### src/sv/layp_pkg.sv
// ============================================================================
// layp_pkg
// Shared types, constants and helpers of the landing altitude and yaw PD core.
// ============================================================================
package layp_pkg;

    localparam int ACC_W      = 88;
    localparam int MPL_W      = 42;
    localparam int NUM_W      = 42;
    localparam int SQ_W       = 50;
    localparam int DEN_W      = 29;
    localparam int CNT_W      = 6;
    localparam int DIV_STEPS  = NUM_W;
    localparam int SQRT_STEPS = SQ_W / 2;

    typedef logic signed [ACC_W-1:0] acc_t;

    localparam logic [23:0] RST_KP_ALT   = 24'd98304;
    localparam logic [23:0] RST_KD_ALT   = 24'd19661;
    localparam logic [23:0] RST_KP_HDG   = 24'd98304;
    localparam logic [23:0] RST_KD_HDG   = 24'd19661;
    localparam logic [23:0] RST_DIST_LIM = 24'd98304;
    localparam logic [23:0] RST_VEL_LIM  = 24'd19661;
    localparam logic [23:0] RST_CRUISE   = 24'd117965;
    localparam logic [9:0]  RST_TPS      = 10'd20;

    localparam acc_t SAT_HI = acc_t'(32'sh7FFF_FFFF);
    localparam acc_t SAT_LO = acc_t'(32'sh8000_0000);

    typedef enum logic [1:0] {
        OP_MAC,
        OP_DIV,
        OP_SQRT
    } alu_op_t;

    typedef struct packed {
        logic    start;
        alu_op_t op;
        logic    neg;
    } alu_cmd_t;

    typedef struct packed {
        logic busy;
        logic done;
    } alu_stat_t;

    typedef enum logic [2:0] {
        CFG_KP_ALT   = 3'd0,
        CFG_KD_ALT   = 3'd1,
        CFG_KP_HDG   = 3'd2,
        CFG_KD_HDG   = 3'd3,
        CFG_DIST_LIM = 3'd4,
        CFG_VEL_LIM  = 3'd5,
        CFG_CRUISE   = 3'd6,
        CFG_TPS      = 3'd7
    } cfg_idx_t;

    typedef enum logic [4:0] {
        ST_IDLE,
        ST_MX,
        ST_MY,
        ST_GR,
        ST_DX,
        ST_DY,
        ST_VX,
        ST_VY,
        ST_DL,
        ST_VL,
        ST_T1,
        ST_T2,
        ST_C1,
        ST_C2,
        ST_P1,
        ST_P2,
        ST_SQ,
        ST_DV,
        ST_SM,
        ST_OUT
    } state_t;

    // Floor of v / 2^16, saturated to a signed 32-bit value.
    function automatic logic [31:0] sat_q16(input logic [ACC_W-1:0] v);
        acc_t sh;
        begin
            sh = $signed(v) >>> 16;
            if (sh > SAT_HI) begin
                sat_q16 = 32'h7FFF_FFFF;
            end
            else if (sh < SAT_LO) begin
                sat_q16 = 32'h8000_0000;
            end
            else begin
                sat_q16 = sh[31:0];
            end
        end
    endfunction

endpackage

### src/sv/layp_alu.sv
// ============================================================================
// layp_alu
// Iterative arithmetic unit: shift-add multiply-accumulate, restoring divide
// and restoring square root, all on one shared adder, one bit per cycle.
// ============================================================================
module layp_alu (
    input  logic                              clk,
    input  logic                              rst_n,
    input  layp_pkg::alu_cmd_t                cmd,
    input  logic [layp_pkg::ACC_W-1:0]        acc_in,
    input  logic [layp_pkg::ACC_W-1:0]        opa,
    input  logic [layp_pkg::MPL_W-1:0]        opb,
    output layp_pkg::alu_stat_t               stat,
    output logic [layp_pkg::ACC_W-1:0]        res
);
    import layp_pkg::*;

    logic             busy_reg;
    logic             done_reg;
    alu_op_t          op_reg;
    logic             neg_reg;
    logic [CNT_W-1:0] cnt_reg;
    logic [ACC_W-1:0] acc_reg;
    logic [ACC_W-1:0] x_reg;
    logic [MPL_W-1:0] y_reg;
    logic [DEN_W-1:0] den_reg;

    logic [ACC_W-1:0] add_a;
    logic [ACC_W-1:0] add_b;
    logic             add_cin;
    logic [ACC_W-1:0] sum;
    logic [ACC_W-1:0] part_div;
    logic [ACC_W-1:0] part_sq;
    logic             fits;
    logic             step_last;

    assign part_div = {acc_reg[ACC_W-2:0], x_reg[NUM_W-1]};
    assign part_sq  = {acc_reg[ACC_W-3:0], x_reg[SQ_W-1:SQ_W-2]};

    always_comb
    begin
        case (op_reg)
            OP_MAC:
            begin
                add_a   = acc_reg;
                add_b   = neg_reg ? ~x_reg : x_reg;
                add_cin = neg_reg;
            end
            OP_DIV:
            begin
                add_a   = part_div;
                add_b   = ~ACC_W'(den_reg);
                add_cin = 1'b1;
            end
            OP_SQRT:
            begin
                add_a   = part_sq;
                add_b   = ~ACC_W'({y_reg, 2'b01});
                add_cin = 1'b1;
            end
            default:
            begin
                add_a   = '0;
                add_b   = '0;
                add_cin = 1'b0;
            end
        endcase
    end

    assign sum       = add_a + add_b + ACC_W'(add_cin);
    assign fits      = ~sum[ACC_W-1];
    assign step_last = (op_reg == OP_MAC) ? (y_reg == '0) : (cnt_reg == '0);

    always_ff @(posedge clk or negedge rst_n)
    begin
        if (!rst_n)
        begin
            busy_reg <= 1'b0;
            done_reg <= 1'b0;
            op_reg   <= OP_MAC;
            neg_reg  <= 1'b0;
            cnt_reg  <= '0;
        end
        else
        begin
            done_reg <= 1'b0;
            if (cmd.start)
            begin
                busy_reg <= 1'b1;
                op_reg   <= cmd.op;
                neg_reg  <= cmd.neg;
                cnt_reg  <= (cmd.op == OP_DIV) ? CNT_W'(DIV_STEPS) : CNT_W'(SQRT_STEPS);
            end
            else if (busy_reg && step_last)
            begin
                busy_reg <= 1'b0;
                done_reg <= 1'b1;
            end
            else if (busy_reg)
            begin
                cnt_reg <= cnt_reg - CNT_W'(1);
            end
        end
    end

    always_ff @(posedge clk)
    begin
        if (cmd.start)
        begin
            acc_reg <= (cmd.op == OP_MAC) ? acc_in : '0;
            x_reg   <= opa;
            y_reg   <= (cmd.op == OP_MAC) ? opb : '0;
            den_reg <= opb[DEN_W-1:0];
        end
        else if (busy_reg && !step_last)
        begin
            case (op_reg)
                OP_MAC:
                begin
                    if (y_reg[0])
                    begin
                        acc_reg <= sum;
                    end
                    x_reg <= x_reg << 1;
                    y_reg <= y_reg >> 1;
                end
                OP_DIV:
                begin
                    acc_reg <= fits ? sum : part_div;
                    x_reg   <= x_reg << 1;
                    y_reg   <= {y_reg[MPL_W-2:0], fits};
                end
                OP_SQRT:
                begin
                    acc_reg <= fits ? sum : part_sq;
                    x_reg   <= x_reg << 2;
                    y_reg   <= {y_reg[MPL_W-2:0], fits};
                end
                default:
                begin
                    acc_reg <= acc_reg;
                end
            endcase
        end
    end

    assign stat.busy = busy_reg;
    assign stat.done = done_reg;
    assign res       = (op_reg == OP_MAC) ? acc_reg : ACC_W'(y_reg);

endmodule

### src/sv/landing_altitude_yaw_pd_core.sv
// ============================================================================
// landing_altitude_yaw_pd_core
// Per control tick: target motion estimate, landing decision, altitude PD
// with landing scale, and yaw PD, computed on one shared iterative unit.
// ============================================================================
// One tick takes longer when landing than when climbing. The shared arithmetic
// unit handles one multiplier, quotient or root bit per cycle through a chain
// of multiply-accumulate, square root and divide steps. The input side is ready
// only while no tick is in work; a finished result sits in the output register
// until it is taken, and the next tick may be accepted meanwhile.
module landing_altitude_yaw_pd_core (
    input  logic         clk,
    input  logic         rst_n,
    input  logic         s_axis_tvalid,
    output logic         s_axis_tready,
    // target_x, target_y, target_heading, pos_x, pos_y, pos_z, heading,
    // vel_x, vel_y, vel_z, heading_rate; 32 bits each from the lowest bit up
    input  logic [351:0] s_axis_tdata,
    output logic         m_axis_tvalid,
    input  logic         m_axis_tready,
    // climb_cmd [31:0], turn_cmd [63:32], landing [64], zero fill [71:65]
    output logic [71:0]  m_axis_tdata,
    input  logic         cfg_valid,
    output logic         cfg_ready,
    input  logic [2:0]   cfg_index,
    input  logic [23:0]  cfg_data
);
    import layp_pkg::*;

    state_t state_reg;
    state_t state_next;
    logic   issued_reg;
    logic   out_valid_reg;
    logic   out_load;
    logic   in_fire;

    logic [23:0] kp_alt_reg;
    logic [23:0] kd_alt_reg;
    logic [23:0] kp_hdg_reg;
    logic [23:0] kd_hdg_reg;
    logic [23:0] dl_reg;
    logic [23:0] vl_reg;
    logic [23:0] cruise_reg;
    logic [9:0]  tps_reg;

    logic signed [31:0] prev_x_reg;
    logic signed [31:0] prev_y_reg;
    logic signed [31:0] prev_h_reg;

    logic signed [31:0] tx_reg;
    logic signed [31:0] ty_reg;
    logic signed [31:0] th_reg;
    logic signed [31:0] px_reg;
    logic signed [31:0] py_reg;
    logic signed [31:0] pz_reg;
    logic signed [31:0] hd_reg;
    logic signed [31:0] vx_reg;
    logic signed [31:0] vy_reg;
    logic signed [31:0] vz_reg;
    logic signed [31:0] hr_reg;

    logic signed [43:0] nmx_reg;
    logic signed [43:0] nmy_reg;
    logic signed [43:0] nyd_reg;
    logic [ACC_W-1:0]   part_reg;
    logic [SQ_W-1:0]    dsq_reg;
    logic [SQ_W-1:0]    vsq_reg;
    logic               d_ok_reg;
    logic               v_ok_reg;
    logic [31:0]        turn_reg;
    logic [31:0]        climb_reg;
    logic signed [41:0] pd_reg;
    logic [24:0]        root_reg;
    logic [NUM_W-1:0]   s_reg;
    logic [71:0]        out_data_reg;
    logic               land_reg;

    logic signed [32:0] diff_x;
    logic signed [32:0] diff_y;
    logic signed [32:0] diff_h;
    logic signed [32:0] dx;
    logic signed [32:0] dy;
    logic signed [32:0] eh;
    logic signed [33:0] ealt;
    logic [NUM_W-1:0]   num;
    logic [DEN_W-1:0]   den;

    alu_cmd_t         alu_cmd;
    alu_stat_t        alu_stat;
    logic [ACC_W-1:0] alu_acc_in;
    logic [ACC_W-1:0] alu_opa;
    logic [MPL_W-1:0] alu_opb;
    logic [ACC_W-1:0] alu_res;

    function automatic logic [24:0] clamp_mag(input logic signed [43:0] v);
        logic [43:0] m;
        begin
            m = v[43] ? (~v + 44'd1) : v;
            if (m > 44'h100_0000)
            begin
                clamp_mag = 25'h100_0000;
            end
            else
            begin
                clamp_mag = m[24:0];
            end
        end
    endfunction

    assign in_fire       = s_axis_tvalid && s_axis_tready;
    assign s_axis_tready = (state_reg == ST_IDLE);
    assign cfg_ready     = 1'b1;
    assign out_load      = (state_reg == ST_OUT) && (!out_valid_reg || m_axis_tready);
    assign m_axis_tvalid = out_valid_reg;
    assign m_axis_tdata  = out_data_reg;
    assign land_reg      = d_ok_reg && v_ok_reg;

    assign diff_x = 33'(tx_reg) - 33'(prev_x_reg);
    assign diff_y = 33'(ty_reg) - 33'(prev_y_reg);
    assign diff_h = 33'(th_reg) - 33'(prev_h_reg);
    assign dx     = 33'(tx_reg) - 33'(px_reg);
    assign dy     = 33'(ty_reg) - 33'(py_reg);
    assign eh     = 33'(th_reg) - 33'(hd_reg);
    assign ealt   = $signed({10'd0, cruise_reg}) - 34'(pz_reg);
    assign num    = {({2'b00, dl_reg} + {1'b0, dl_reg, 1'b0}), 16'd0};
    assign den    = {1'b0, root_reg, 3'b000} + {3'b000, root_reg, 1'b0};

    layp_alu u_alu (
        .clk    (clk),
        .rst_n  (rst_n),
        .cmd    (alu_cmd),
        .acc_in (alu_acc_in),
        .opa    (alu_opa),
        .opb    (alu_opb),
        .stat   (alu_stat),
        .res    (alu_res)
    );

    always_ff @(posedge clk or negedge rst_n)
    begin
        if (!rst_n)
        begin
            state_reg  <= ST_IDLE;
            issued_reg <= 1'b0;
        end
        else
        begin
            state_reg <= state_next;
            if (alu_cmd.start)
            begin
                issued_reg <= 1'b1;
            end
            else if (alu_stat.done)
            begin
                issued_reg <= 1'b0;
            end
        end
    end

    always_comb
    begin
        state_next    = state_reg;
        alu_cmd.op    = OP_MAC;
        alu_cmd.neg   = 1'b0;
        alu_acc_in    = '0;
        alu_opa       = '0;
        alu_opb       = '0;
        case (state_reg)
            ST_IDLE:
            begin
                if (in_fire)
                begin
                    state_next = ST_MX;
                end
            end
            ST_MX:
            begin
                alu_cmd.neg = 1'b1;
                alu_acc_in  = acc_t'(vx_reg);
                alu_opa     = acc_t'(diff_x);
                alu_opb     = MPL_W'(tps_reg);
                if (alu_stat.done) state_next = ST_MY;
            end
            ST_MY:
            begin
                alu_cmd.neg = 1'b1;
                alu_acc_in  = acc_t'(vy_reg);
                alu_opa     = acc_t'(diff_y);
                alu_opb     = MPL_W'(tps_reg);
                if (alu_stat.done) state_next = ST_GR;
            end
            ST_GR:
            begin
                alu_cmd.neg = 1'b1;
                alu_acc_in  = acc_t'(hr_reg);
                alu_opa     = acc_t'(diff_h);
                alu_opb     = MPL_W'(tps_reg);
                if (alu_stat.done) state_next = ST_DX;
            end
            ST_DX:
            begin
                alu_opa = ACC_W'(clamp_mag(44'(dx)));
                alu_opb = MPL_W'(clamp_mag(44'(dx)));
                if (alu_stat.done) state_next = ST_DY;
            end
            ST_DY:
            begin
                alu_acc_in = part_reg;
                alu_opa    = ACC_W'(clamp_mag(44'(dy)));
                alu_opb    = MPL_W'(clamp_mag(44'(dy)));
                if (alu_stat.done) state_next = ST_VX;
            end
            ST_VX:
            begin
                alu_opa = ACC_W'(clamp_mag(nmx_reg));
                alu_opb = MPL_W'(clamp_mag(nmx_reg));
                if (alu_stat.done) state_next = ST_VY;
            end
            ST_VY:
            begin
                alu_acc_in = part_reg;
                alu_opa    = ACC_W'(clamp_mag(nmy_reg));
                alu_opb    = MPL_W'(clamp_mag(nmy_reg));
                if (alu_stat.done) state_next = ST_DL;
            end
            ST_DL:
            begin
                alu_opa = ACC_W'(dl_reg);
                alu_opb = MPL_W'(dl_reg);
                if (alu_stat.done) state_next = ST_VL;
            end
            ST_VL:
            begin
                alu_opa = ACC_W'(vl_reg);
                alu_opb = MPL_W'(vl_reg);
                if (alu_stat.done) state_next = ST_T1;
            end
            ST_T1:
            begin
                alu_opa = acc_t'(eh);
                alu_opb = MPL_W'(kp_hdg_reg);
                if (alu_stat.done) state_next = ST_T2;
            end
            ST_T2:
            begin
                alu_cmd.neg = 1'b1;
                alu_acc_in  = part_reg;
                alu_opa     = acc_t'(nyd_reg);
                alu_opb     = MPL_W'(kd_hdg_reg);
                if (alu_stat.done) state_next = land_reg ? ST_P1 : ST_C1;
            end
            ST_C1:
            begin
                alu_opa = acc_t'(ealt);
                alu_opb = MPL_W'(kp_alt_reg);
                if (alu_stat.done) state_next = ST_C2;
            end
            ST_C2:
            begin
                alu_cmd.neg = 1'b1;
                alu_acc_in  = part_reg;
                alu_opa     = acc_t'(vz_reg);
                alu_opb     = MPL_W'(kd_alt_reg);
                if (alu_stat.done) state_next = ST_OUT;
            end
            ST_P1:
            begin
                alu_cmd.neg = 1'b1;
                alu_opa     = acc_t'(pz_reg);
                alu_opb     = MPL_W'(kp_alt_reg);
                if (alu_stat.done) state_next = ST_P2;
            end
            ST_P2:
            begin
                alu_cmd.neg = 1'b1;
                alu_acc_in  = part_reg;
                alu_opa     = acc_t'(vz_reg);
                alu_opb     = MPL_W'(kd_alt_reg);
                if (alu_stat.done) state_next = ST_SQ;
            end
            ST_SQ:
            begin
                alu_cmd.op = OP_SQRT;
                alu_opa    = ACC_W'(dsq_reg);
                if (alu_stat.done)
                begin
                    state_next = (alu_res == '0) ? ST_OUT : ST_DV;
                end
            end
            ST_DV:
            begin
                alu_cmd.op = OP_DIV;
                alu_opa    = ACC_W'(num);
                alu_opb    = MPL_W'(den);
                if (alu_stat.done) state_next = ST_SM;
            end
            ST_SM:
            begin
                alu_opa = acc_t'(pd_reg);
                alu_opb = s_reg;
                if (alu_stat.done) state_next = ST_OUT;
            end
            ST_OUT:
            begin
                if (!out_valid_reg || m_axis_tready)
                begin
                    state_next = ST_IDLE;
                end
            end
            default:
            begin
                state_next = ST_IDLE;
            end
        endcase
        alu_cmd.start = (state_reg != ST_IDLE) && (state_reg != ST_OUT) && !issued_reg;
    end

    always_ff @(posedge clk or negedge rst_n)
    begin
        if (!rst_n)
        begin
            kp_alt_reg    <= RST_KP_ALT;
            kd_alt_reg    <= RST_KD_ALT;
            kp_hdg_reg    <= RST_KP_HDG;
            kd_hdg_reg    <= RST_KD_HDG;
            dl_reg        <= RST_DIST_LIM;
            vl_reg        <= RST_VEL_LIM;
            cruise_reg    <= RST_CRUISE;
            tps_reg       <= RST_TPS;
            prev_x_reg    <= '0;
            prev_y_reg    <= '0;
            prev_h_reg    <= '0;
            out_valid_reg <= 1'b0;
        end
        else
        begin
            if (cfg_valid && cfg_ready)
            begin
                case (cfg_index)
                    CFG_KP_ALT:   kp_alt_reg <= cfg_data;
                    CFG_KD_ALT:   kd_alt_reg <= cfg_data;
                    CFG_KP_HDG:   kp_hdg_reg <= cfg_data;
                    CFG_KD_HDG:   kd_hdg_reg <= cfg_data;
                    CFG_DIST_LIM: dl_reg     <= cfg_data;
                    CFG_VEL_LIM:  vl_reg     <= cfg_data;
                    CFG_CRUISE:   cruise_reg <= cfg_data;
                    CFG_TPS:      tps_reg    <= cfg_data[9:0];
                    default:      tps_reg    <= tps_reg;
                endcase
            end
            if (out_load)
            begin
                prev_x_reg    <= tx_reg;
                prev_y_reg    <= ty_reg;
                prev_h_reg    <= th_reg;
                out_valid_reg <= 1'b1;
            end
            else if (m_axis_tready)
            begin
                out_valid_reg <= 1'b0;
            end
        end
    end

    always_ff @(posedge clk)
    begin
        if (in_fire)
        begin
            tx_reg <= s_axis_tdata[31:0];
            ty_reg <= s_axis_tdata[63:32];
            th_reg <= s_axis_tdata[95:64];
            px_reg <= s_axis_tdata[127:96];
            py_reg <= s_axis_tdata[159:128];
            pz_reg <= s_axis_tdata[191:160];
            hd_reg <= s_axis_tdata[223:192];
            vx_reg <= s_axis_tdata[255:224];
            vy_reg <= s_axis_tdata[287:256];
            vz_reg <= s_axis_tdata[319:288];
            hr_reg <= s_axis_tdata[351:320];
        end
        if (out_load)
        begin
            out_data_reg <= {7'd0, land_reg, turn_reg, climb_reg};
        end
        if (alu_stat.done)
        begin
            part_reg <= alu_res;
            case (state_reg)
                ST_MX: nmx_reg  <= alu_res[43:0];
                ST_MY: nmy_reg  <= alu_res[43:0];
                ST_GR: nyd_reg  <= alu_res[43:0];
                ST_DY: dsq_reg  <= alu_res[SQ_W-1:0];
                ST_VY: vsq_reg  <= alu_res[SQ_W-1:0];
                ST_DL: d_ok_reg <= ACC_W'(dsq_reg) < alu_res;
                ST_VL: v_ok_reg <= ACC_W'(vsq_reg) < alu_res;
                ST_T2: turn_reg <= sat_q16(alu_res);
                ST_C2: climb_reg <= sat_q16(alu_res);
                ST_P2: pd_reg   <= alu_res[57:16];
                ST_SQ:
                begin
                    root_reg <= alu_res[24:0];
                    if (pd_reg > 42'sd0)
                    begin
                        climb_reg <= 32'h7FFF_FFFF;
                    end
                    else if (pd_reg < 42'sd0)
                    begin
                        climb_reg <= 32'h8000_0000;
                    end
                    else
                    begin
                        climb_reg <= 32'h0000_0000;
                    end
                end
                ST_DV: s_reg     <= alu_res[NUM_W-1:0];
                ST_SM: climb_reg <= sat_q16(alu_res);
                default: ;
            endcase
        end
    end

`ifndef NO_ASSERTIONS
    a_start_idle_unit: assert property (@(posedge clk) disable iff (!rst_n)
        alu_cmd.start |-> !alu_stat.busy)
        else $error("arithmetic unit started while busy");

    a_done_in_step: assert property (@(posedge clk) disable iff (!rst_n)
        alu_stat.done |-> (state_reg != ST_IDLE && state_reg != ST_OUT))
        else $error("arithmetic unit finished outside a compute step");

    a_accept_starts: assert property (@(posedge clk) disable iff (!rst_n)
        in_fire |=> (state_reg == ST_MX))
        else $error("accepted transfer did not start the sequence");

    a_land_limits: assert property (@(posedge clk) disable iff (!rst_n)
        (out_load && land_reg) |-> (dl_reg != '0 && vl_reg != '0))
        else $error("landing chosen with a zero limit");
`endif

endmodule

### config.mk
export PLATFORM = sky130hd
export DESIGN_NAME = landing_altitude_yaw_pd_core
export DESIGN_NICKNAME = d
export VERILOG_FILES = /design/src/sv/layp_pkg.sv /design/src/sv/layp_alu.sv /design/src/sv/landing_altitude_yaw_pd_core.sv
export SDC_FILE = /design/constraint.sdc
export NUM_CORES = 2
export LEC_CHECK = 0
export CORE_ASPECT_RATIO = 1.4
export CORE_MARGIN = 2
export CORE_UTILIZATION = 30
export CTS_CLUSTER_DIAMETER = 60
export DETAILED_ROUTE_END_ITERATION = 7
export DONT_BUFFER_PORTS = 1
export GPL_ROUTABILITY_DRIVEN = 0
export GPL_TIMING_DRIVEN = 1
export HOLD_SLACK_MARGIN = 0.15
export PLACE_DENSITY_LB_ADDON = 0.08
export SYNTH_ARGS = -nofsm -noshare
export SYNTH_HDL_FRONTEND = slang
export SYNTH_SLANG_ARGS = --single-unit
### constraint.sdc
create_clock -name clk -period 10.3 [get_ports clk]
set_input_delay 0.515 -clock clk [delete_from_list [all_inputs] [get_ports clk]]
set_output_delay 0.515 -clock clk [all_outputs]
set_load 0.05 [all_outputs]
# Word level (Yosys, flattened, before mapping)
# Index checks and enable logic that the tools add are counted.
totals:
  ff_bits: 1451
  in_bits: 384
  out_inout_bits: 75
  elab_cells: 266
op_classes:
  addsub: 16
  magnitude_cmp: 10
  n_eq_ne: 51
  n_mux: 72
  n_bitwise: 8
  n_reduce_logical: 61
ops:
  columns: ["op", "count"]
  rows:
  - ["88-bit one-hot mux with 17 select lines", 1]
  - ["88-bit 2-to-1 mux", 10]
  - ["88-bit one-hot mux with 3 select lines", 3]
  - ["42-bit one-hot mux with 13 select lines", 1]
  - ["88-bit one-hot mux with 4 select lines", 1]
  - ["32-bit by 32-bit subtractor with 33-bit output", 6]
  - ["44-bit by 1-bit adder with 44-bit output (second input constant)", 4]
  - ["44-bit by 25-bit > comparator with 1-bit output (second input constant)", 4]
  - ["50-bit by 88-bit less-than comparator with 1-bit output", 2]
  - ["44-bit 2-to-1 mux", 4]
  - ["44-bit NOT", 4]
  - ["88-bit one-hot mux with 2 select lines", 1]
  - ["32-bit 2-to-1 mux", 4]
  - ["42-bit 2-to-1 mux", 3]
  - ["25-bit 2-to-1 mux", 4]
  - ["5-bit 2-to-1 mux", 19]
  - ["5-bit one-hot mux with 19 select lines", 1]
  - ["88-bit by 1-bit adder with 88-bit output", 1]
  - ["88-bit adder", 1]
  - ["88-bit zero test", 1]
  - ["29-bit NOT with 88-bit output", 1]
  - ["44-bit NOT with 88-bit output", 1]
  - ["88-bit NOT", 1]
  - ["42-bit one-hot mux with 2 select lines", 1]
  - ["other kinds (48)", 139]

# Longest topological paths before layout
logic_depth:
  word_depth: 9
  depth_mapped: 29
  ltp_nobuf: 22

# Modules after synthesis
# A second synthesis with hierarchy kept.
unflattened:
  cells_unflattened: 8485
  area_unflattened_um2: 88237.1
modules_own_cells:
  columns: ["module", "instances", "cells_per_inst", "area_each_um2", "seq_area_each_um2"]
  rows:
  - ["landing_altitude_yaw_pd_core", 1, 5863, 65507.8, 34470.6]
  - ["layp_alu", 1, 2622, 22729.3, 7692.4]

# Least setup slack after synthesis
# OpenSTA, ideal clock, no wires.
synth_path:
  kind: "reg2reg"
  startpoint: "register u_alu.op_reg[0]"
  endpoint: "register u_alu.acc_reg[0], enable pin"
  setup_time_ns: 0.462
  arrival_time_ns: 10.949
  t_required_ns: 9.838
  setup_slack_ns: -1.111
  stages_incl_launch_ff: 11
  n_path_buf: 3
  period_less_slack_ns: 11.411
  cell_sequence: "dfrtp_1 inv_1 ha_1 clkbuf_1 clkbuf_1 clkbuf_1 nor3_1 a31oi_1 nand2_1 o21ai_0 o31a_1"
synth_between:
  elab_chain_len: 6
  word_cells_on_any_way: 10
  classes_between: "3 x eq/ne; 1 x mux; 6 x reduce/logical"
synth_rtl:
  columns: ["element", "line", "rtl"]
  rows:
  - ["from (decl)", "layp_alu.sv:20", "alu_op_t op_reg;"]
  - ["from (signal assigned)", "layp_alu.sv:90", "op_reg <= cmd.op;"]
  - ["2-bit zero test", "layp_alu.sv:72, layp_alu.sv:117", null]
  - ["1-bit 2-to-1 mux", "layp_alu.sv:72", "assign step_last = (op_reg == OP_MAC) ? (y_reg == '0) : (cnt_reg == '0);"]
  - ["1-bit zero test", "layp_alu.sv:115", "else if (busy_reg && !step_last)"]
  - ["1-bit logical AND", "layp_alu.sv:115", null]
  - ["2-bit nonzero test (no source line)", null, null]
  - ["3-bit AND reduction (no source line) *", null, null]
  - ["to (signal assigned)", "layp_alu.sv:110", "acc_reg <= (cmd.op == OP_MAC) ? acc_in : '0;"]
  - ["to (signal assigned)", "layp_alu.sv:122", "acc_reg <= sum;"]
  - ["to (signal assigned)", "layp_alu.sv:129", "acc_reg <= fits ? sum : part_div;"]
  - ["to (decl)", "layp_alu.sv:23", "logic [ACC_W-1:0] acc_reg;"]
# Mark *: on every way between the ends. The rest lies on a longest branch, timed or not.
# A chain may end at the register's enable or synchronous reset.

# Final worst setup path
layout_path:
  startpoint: "register u_alu.op_reg[0]"
  endpoint: "register u_alu.acc_reg[46] (data pin)"
layout_between:
  elab_chain_len: 8
  word_cells_on_any_way: 15
  classes_between: "2 x add/sub; 2 x eq/ne; 9 x mux; 2 x reduce/logical"
layout_rtl:
  columns: ["element", "line", "rtl"]
  rows:
  - ["2-bit equality test, or another cell as far along", "layp_alu.sv:42, layp_alu.sv:117", null]
  - ["88-bit one-hot mux with 3 select lines / 2-bit OR reduction (equally long branches)", null, null]
  - ["88-bit adder / 1-bit one-hot mux with 2 select lines (equally long branches)", "layp_alu.sv:70, layp_alu.sv:42", null]
  - ["88-bit by 1-bit adder with 88-bit output", "layp_alu.sv:70", "assign sum = add_a + add_b + ACC_W'(add_cin);"]
  - ["88-bit 2-to-1 mux (on tied branches)", "layp_alu.sv:135, layp_alu.sv:120, layp_alu.sv:129", null]
  - ["88-bit one-hot mux with 3 select lines *", "layp_alu.sv:117", "case (op_reg)"]
  - ["88-bit 2-to-1 mux *", "layp_alu.sv:115", null]
  - ["88-bit 2-to-1 mux *", "layp_alu.sv:108", "if (cmd.start)"]
  - ["to (signal assigned)", "layp_alu.sv:110", null]
  - ["to (signal assigned)", "layp_alu.sv:122", null]
  - ["to (signal assigned)", "layp_alu.sv:135", "acc_reg <= fits ? sum : part_sq;"]
# Mark *: on every way between the ends. The rest lies on a longest branch, timed or not. The select of a mux whose other input is x is not followed.

==> results.toml <==
[synth]
syn_inst = 8131
yosysUniqueCellTypes = 106
synth.avg_cell_area_um2 = 10.6
yosys.area.top_type = "edfxtp_1"
ys_seq_elements = 1451
synthTopCellsByCount = "1,159 x edfxtp_1, 622 x a21oi_1, 571 x o21ai_0"
synth_top_area_share_pct = 40.3
synth_flop_cell = "edfxtp_1"
ys_async_sr_fraction_pct = 20.1
synth_area_um2 = 86300
synth_edf_count = 1159
yosysMostFrequentCell = "edfxtp_1"
synthTopCellsByArea = "edfxtp_1 40%, dfrtp_1 7.2%, ha_1 6.6%"
synth_seq_area_share_pct = 48.8
ys.warnings.count = 0

[sta]
min_period_over_period_pct = 78.2
finalWorstSetupSlack_ps = 2250
finalHoldViolations = 0
max-slew-margin-rel_pct = 2.38
tightestPinTransition_ps = 1450
holdWs_ps = 168
setup_viol = 0
min_period_ps = 8050
setup_tns_ps = 0
clock_skew_ps = 61.5
fmax_mhz = 124
slew_violations = 0
rsz0062_at_grt = "false"

[setup_path]
crit_chain = "inv_1 -> ha_4 -> inv_1 -> o22ai_1 -> a21oi_1 -> nor2_1 -> ha_1 -> o21ai_0 -> o211ai_1 -> nand2_1 -> o22ai_1 -> o211ai_1 -> a211o_1 -> nand3_1 -> o211ai_1 -> a31oi_1 -> buf_4 -> a41oi_1 -> o41a_1 -> xnor2_1 -> o21a_1 -> buf_12 -> a221oi_1 -> o21bai_1"
critPathCaptureType = "flop"
max_stage_delay_ps = 820
cp-start-kind = "flop"
cp.arrival_ps = 8650
cp_num_buf_inv = 4
crit_family = "compound AO/OA/AOI/OAI gates"
cp_common_cell = "o211ai_1"
r2r-start = "u_alu.op_reg[0]$_DFFE_PN0P_"
worstPathRequired_ps = 10900
slowest_stage = "o21a_1"
worstPathMaxFanout = 53
setup.worst_path.start = "u_alu.op_reg[0]$_DFFE_PN0P_"
critPathKind = "reg2reg"

[route]
first_iter_violations = 5735
met1Wirelength_um = 145000
detail_route.wl_per_cell_um = 32.1
vias_per_cell = 5.71
ant_nets = 0
met2_length_um = 201000
highest_layer = "met5"
first_pass_iters = 8
wl_met3_um = 17700
wl_um = 396000
vias = 70600
drc = 0

[power_and_ir_drop]
clkPwrFrac_pct = 20.7
ir_drop_v = 0.000151
finalPower_mw = 31.8
p_leak_nw = 37.5
switchingPower_mw = 14.3
p_seq_share_pct = 29.1
powerDensity_nw_per_um2 = 315
power_frac_comb_pct = 50.2
p_int_mw = 17.5
swShare_pct = 44.9

[grt]
grt_max_degree = 293
grt-ovfl-total = 0
antenna_found_initial = 34
first_global_vias = 70700
grt_usage_pct = 26.2
grt_pass1_wl_um = 549000

[layout]
post-route-util_pct = 35.2
drive_above_1_share_pct = 9.74
nNetsFinal = 9298
syn2layout_area_growth_pct = 16.9
num-fill-cells = 28900

[clock_network]
cts.reportedPaths.clkPinSlew_ps = 60
cts_tree = "yes"
cts_buffers = 184
postCtsSetupRepairBufs = 0
ctsHtreeMaxLevel = 4
clkSinkCount = 1451
cts_root_buf = "clkbuf_16"
worstSkewPairLatency_ps = 890
clockBufferDepth = 4

[placed_design]
detailed_place_hpwl_um = 302000
portBuffers = 0
dpl_worst_slack_ps = 2280

[floorplan]
core_um2 = 287000
ios = 459
fp.dieW_um = 457
die-area_um2 = 292000
initial_utilization_pct = 30.1
num_rows = 233
die_h_um = 639

[job]
maxCapViolations = 1

[hold_path]
min_path_type = "in2async"

[status]
status = "finished with violations"
violations = "capacitance limit"
-- repair_timing --
item                       4_1_cts  5_1_grt
hold endpoints to repair       823        0
setup endpoints to repair        0        0
resized for setup                0        0
hold buffers                   379        0
-- cell families after synthesis --
family / count (synthesis) / synth area share [%]
compound gates: 2645 / 20.6
simple gates: 1872 / 10.8
flops: 1451 / 48.8
buf+inv: 889 / 3.95
fa+ha+maj: 467 / 6.86
xor+xnor: 465 / 4.72
mux: 340 / 4.21
other cells: 2 / 0.00870
-- power groups by stage --
stage,registers (mW),logic [mW],clock network [mW]
after floorplan,8.84,9.89,0
after global placement,9.34,15.6,0
after detailed placement,9.33,15.7,0
after CTS,9.22,15.9,6.73
after global routing,9.32,17.2,6.92
final,9.25,16.0,6.57
-- area by class of cell --
class                      count  area [µm²]  area share [%]
antenna                       12        30.0          0.0297
clock buffer                 233        5040            4.99
clock inverter                89         891           0.883
inverter                     452        1700            1.69
multi-input combinational   5797       41100            40.8
sequential                  1451       42200            41.8
tap                         3760        4700            4.66
timing repair buffer         561        5270            5.22
-- per-layer routing --
layer | vias to the layer above | track usage (%)
li1 | 31600 | -
met5 | - | 0
met4 | 10 | 18.1
met2 | 2491 | 47.2
met1 | 35700 | 28.8
met3 | 775 | 3.02
-- path summary, 6_finish.rpt --
path	end	slack, ps	depth (start not counted)
min	kp_alt_reg[20]$_DFFE_PN0P_	170	2
max in group asynchronous	prev_y_reg[29]$_DFFE_PN0P_	8050	4
max	u_alu.acc_reg[46]$_DFFE_PP_	2250	24
max reg2reg	u_alu.acc_reg[46]$_DFFE_PP_	2250	24
min in group clk	vz_reg[26]$_DFFE_PP_	230	1
min reg2reg	m_axis_tdata[7]$_DFFE_PP_	420	0
-- placed cells by master (no fill, tap or decap), types with 33 or more instances in the layout --
master	instances
or2_2	34
and3_1	47
a211oi_1	62
xor2_1	163
mux2i_1	152
o21a_1	73
a221oi_1	173
o211ai_1	53
nor2b_1	84
a21o_1	183
nand2b_1	89
o21ai_0	552
inv_1	451
o22ai_1	109
nor3_1	97
a22o_1	67
a21oi_1	620
dfrtp_1	248
nand2_1	529
mux2_2	187
dfstp_2	42
xnor2_1	302
a31oi_1	57
edfxtp_1	1159
o21bai_1	50
or3_1	55
nor4_1	71
o221ai_1	33
dlygate4sd3_1	378
buf_4	176
nand3_1	166
o31ai_1	57
and2_1	86
nor2_1	370
nand4_1	101
a22oi_1	130
ha_1	452
clkbuf_16	190
a222oi_1	58
-- per-stage QoR --
step	std cells	cell area, µm²
2_1_floorplan	8137	86400
3_3_place_gp	11600	91100
3_5_place_dp	11600	91100
4_1_cts	12300	101000
5_1_grt	12300	101000
6_report	12400	101000
(Power assumes the default switching activity.)
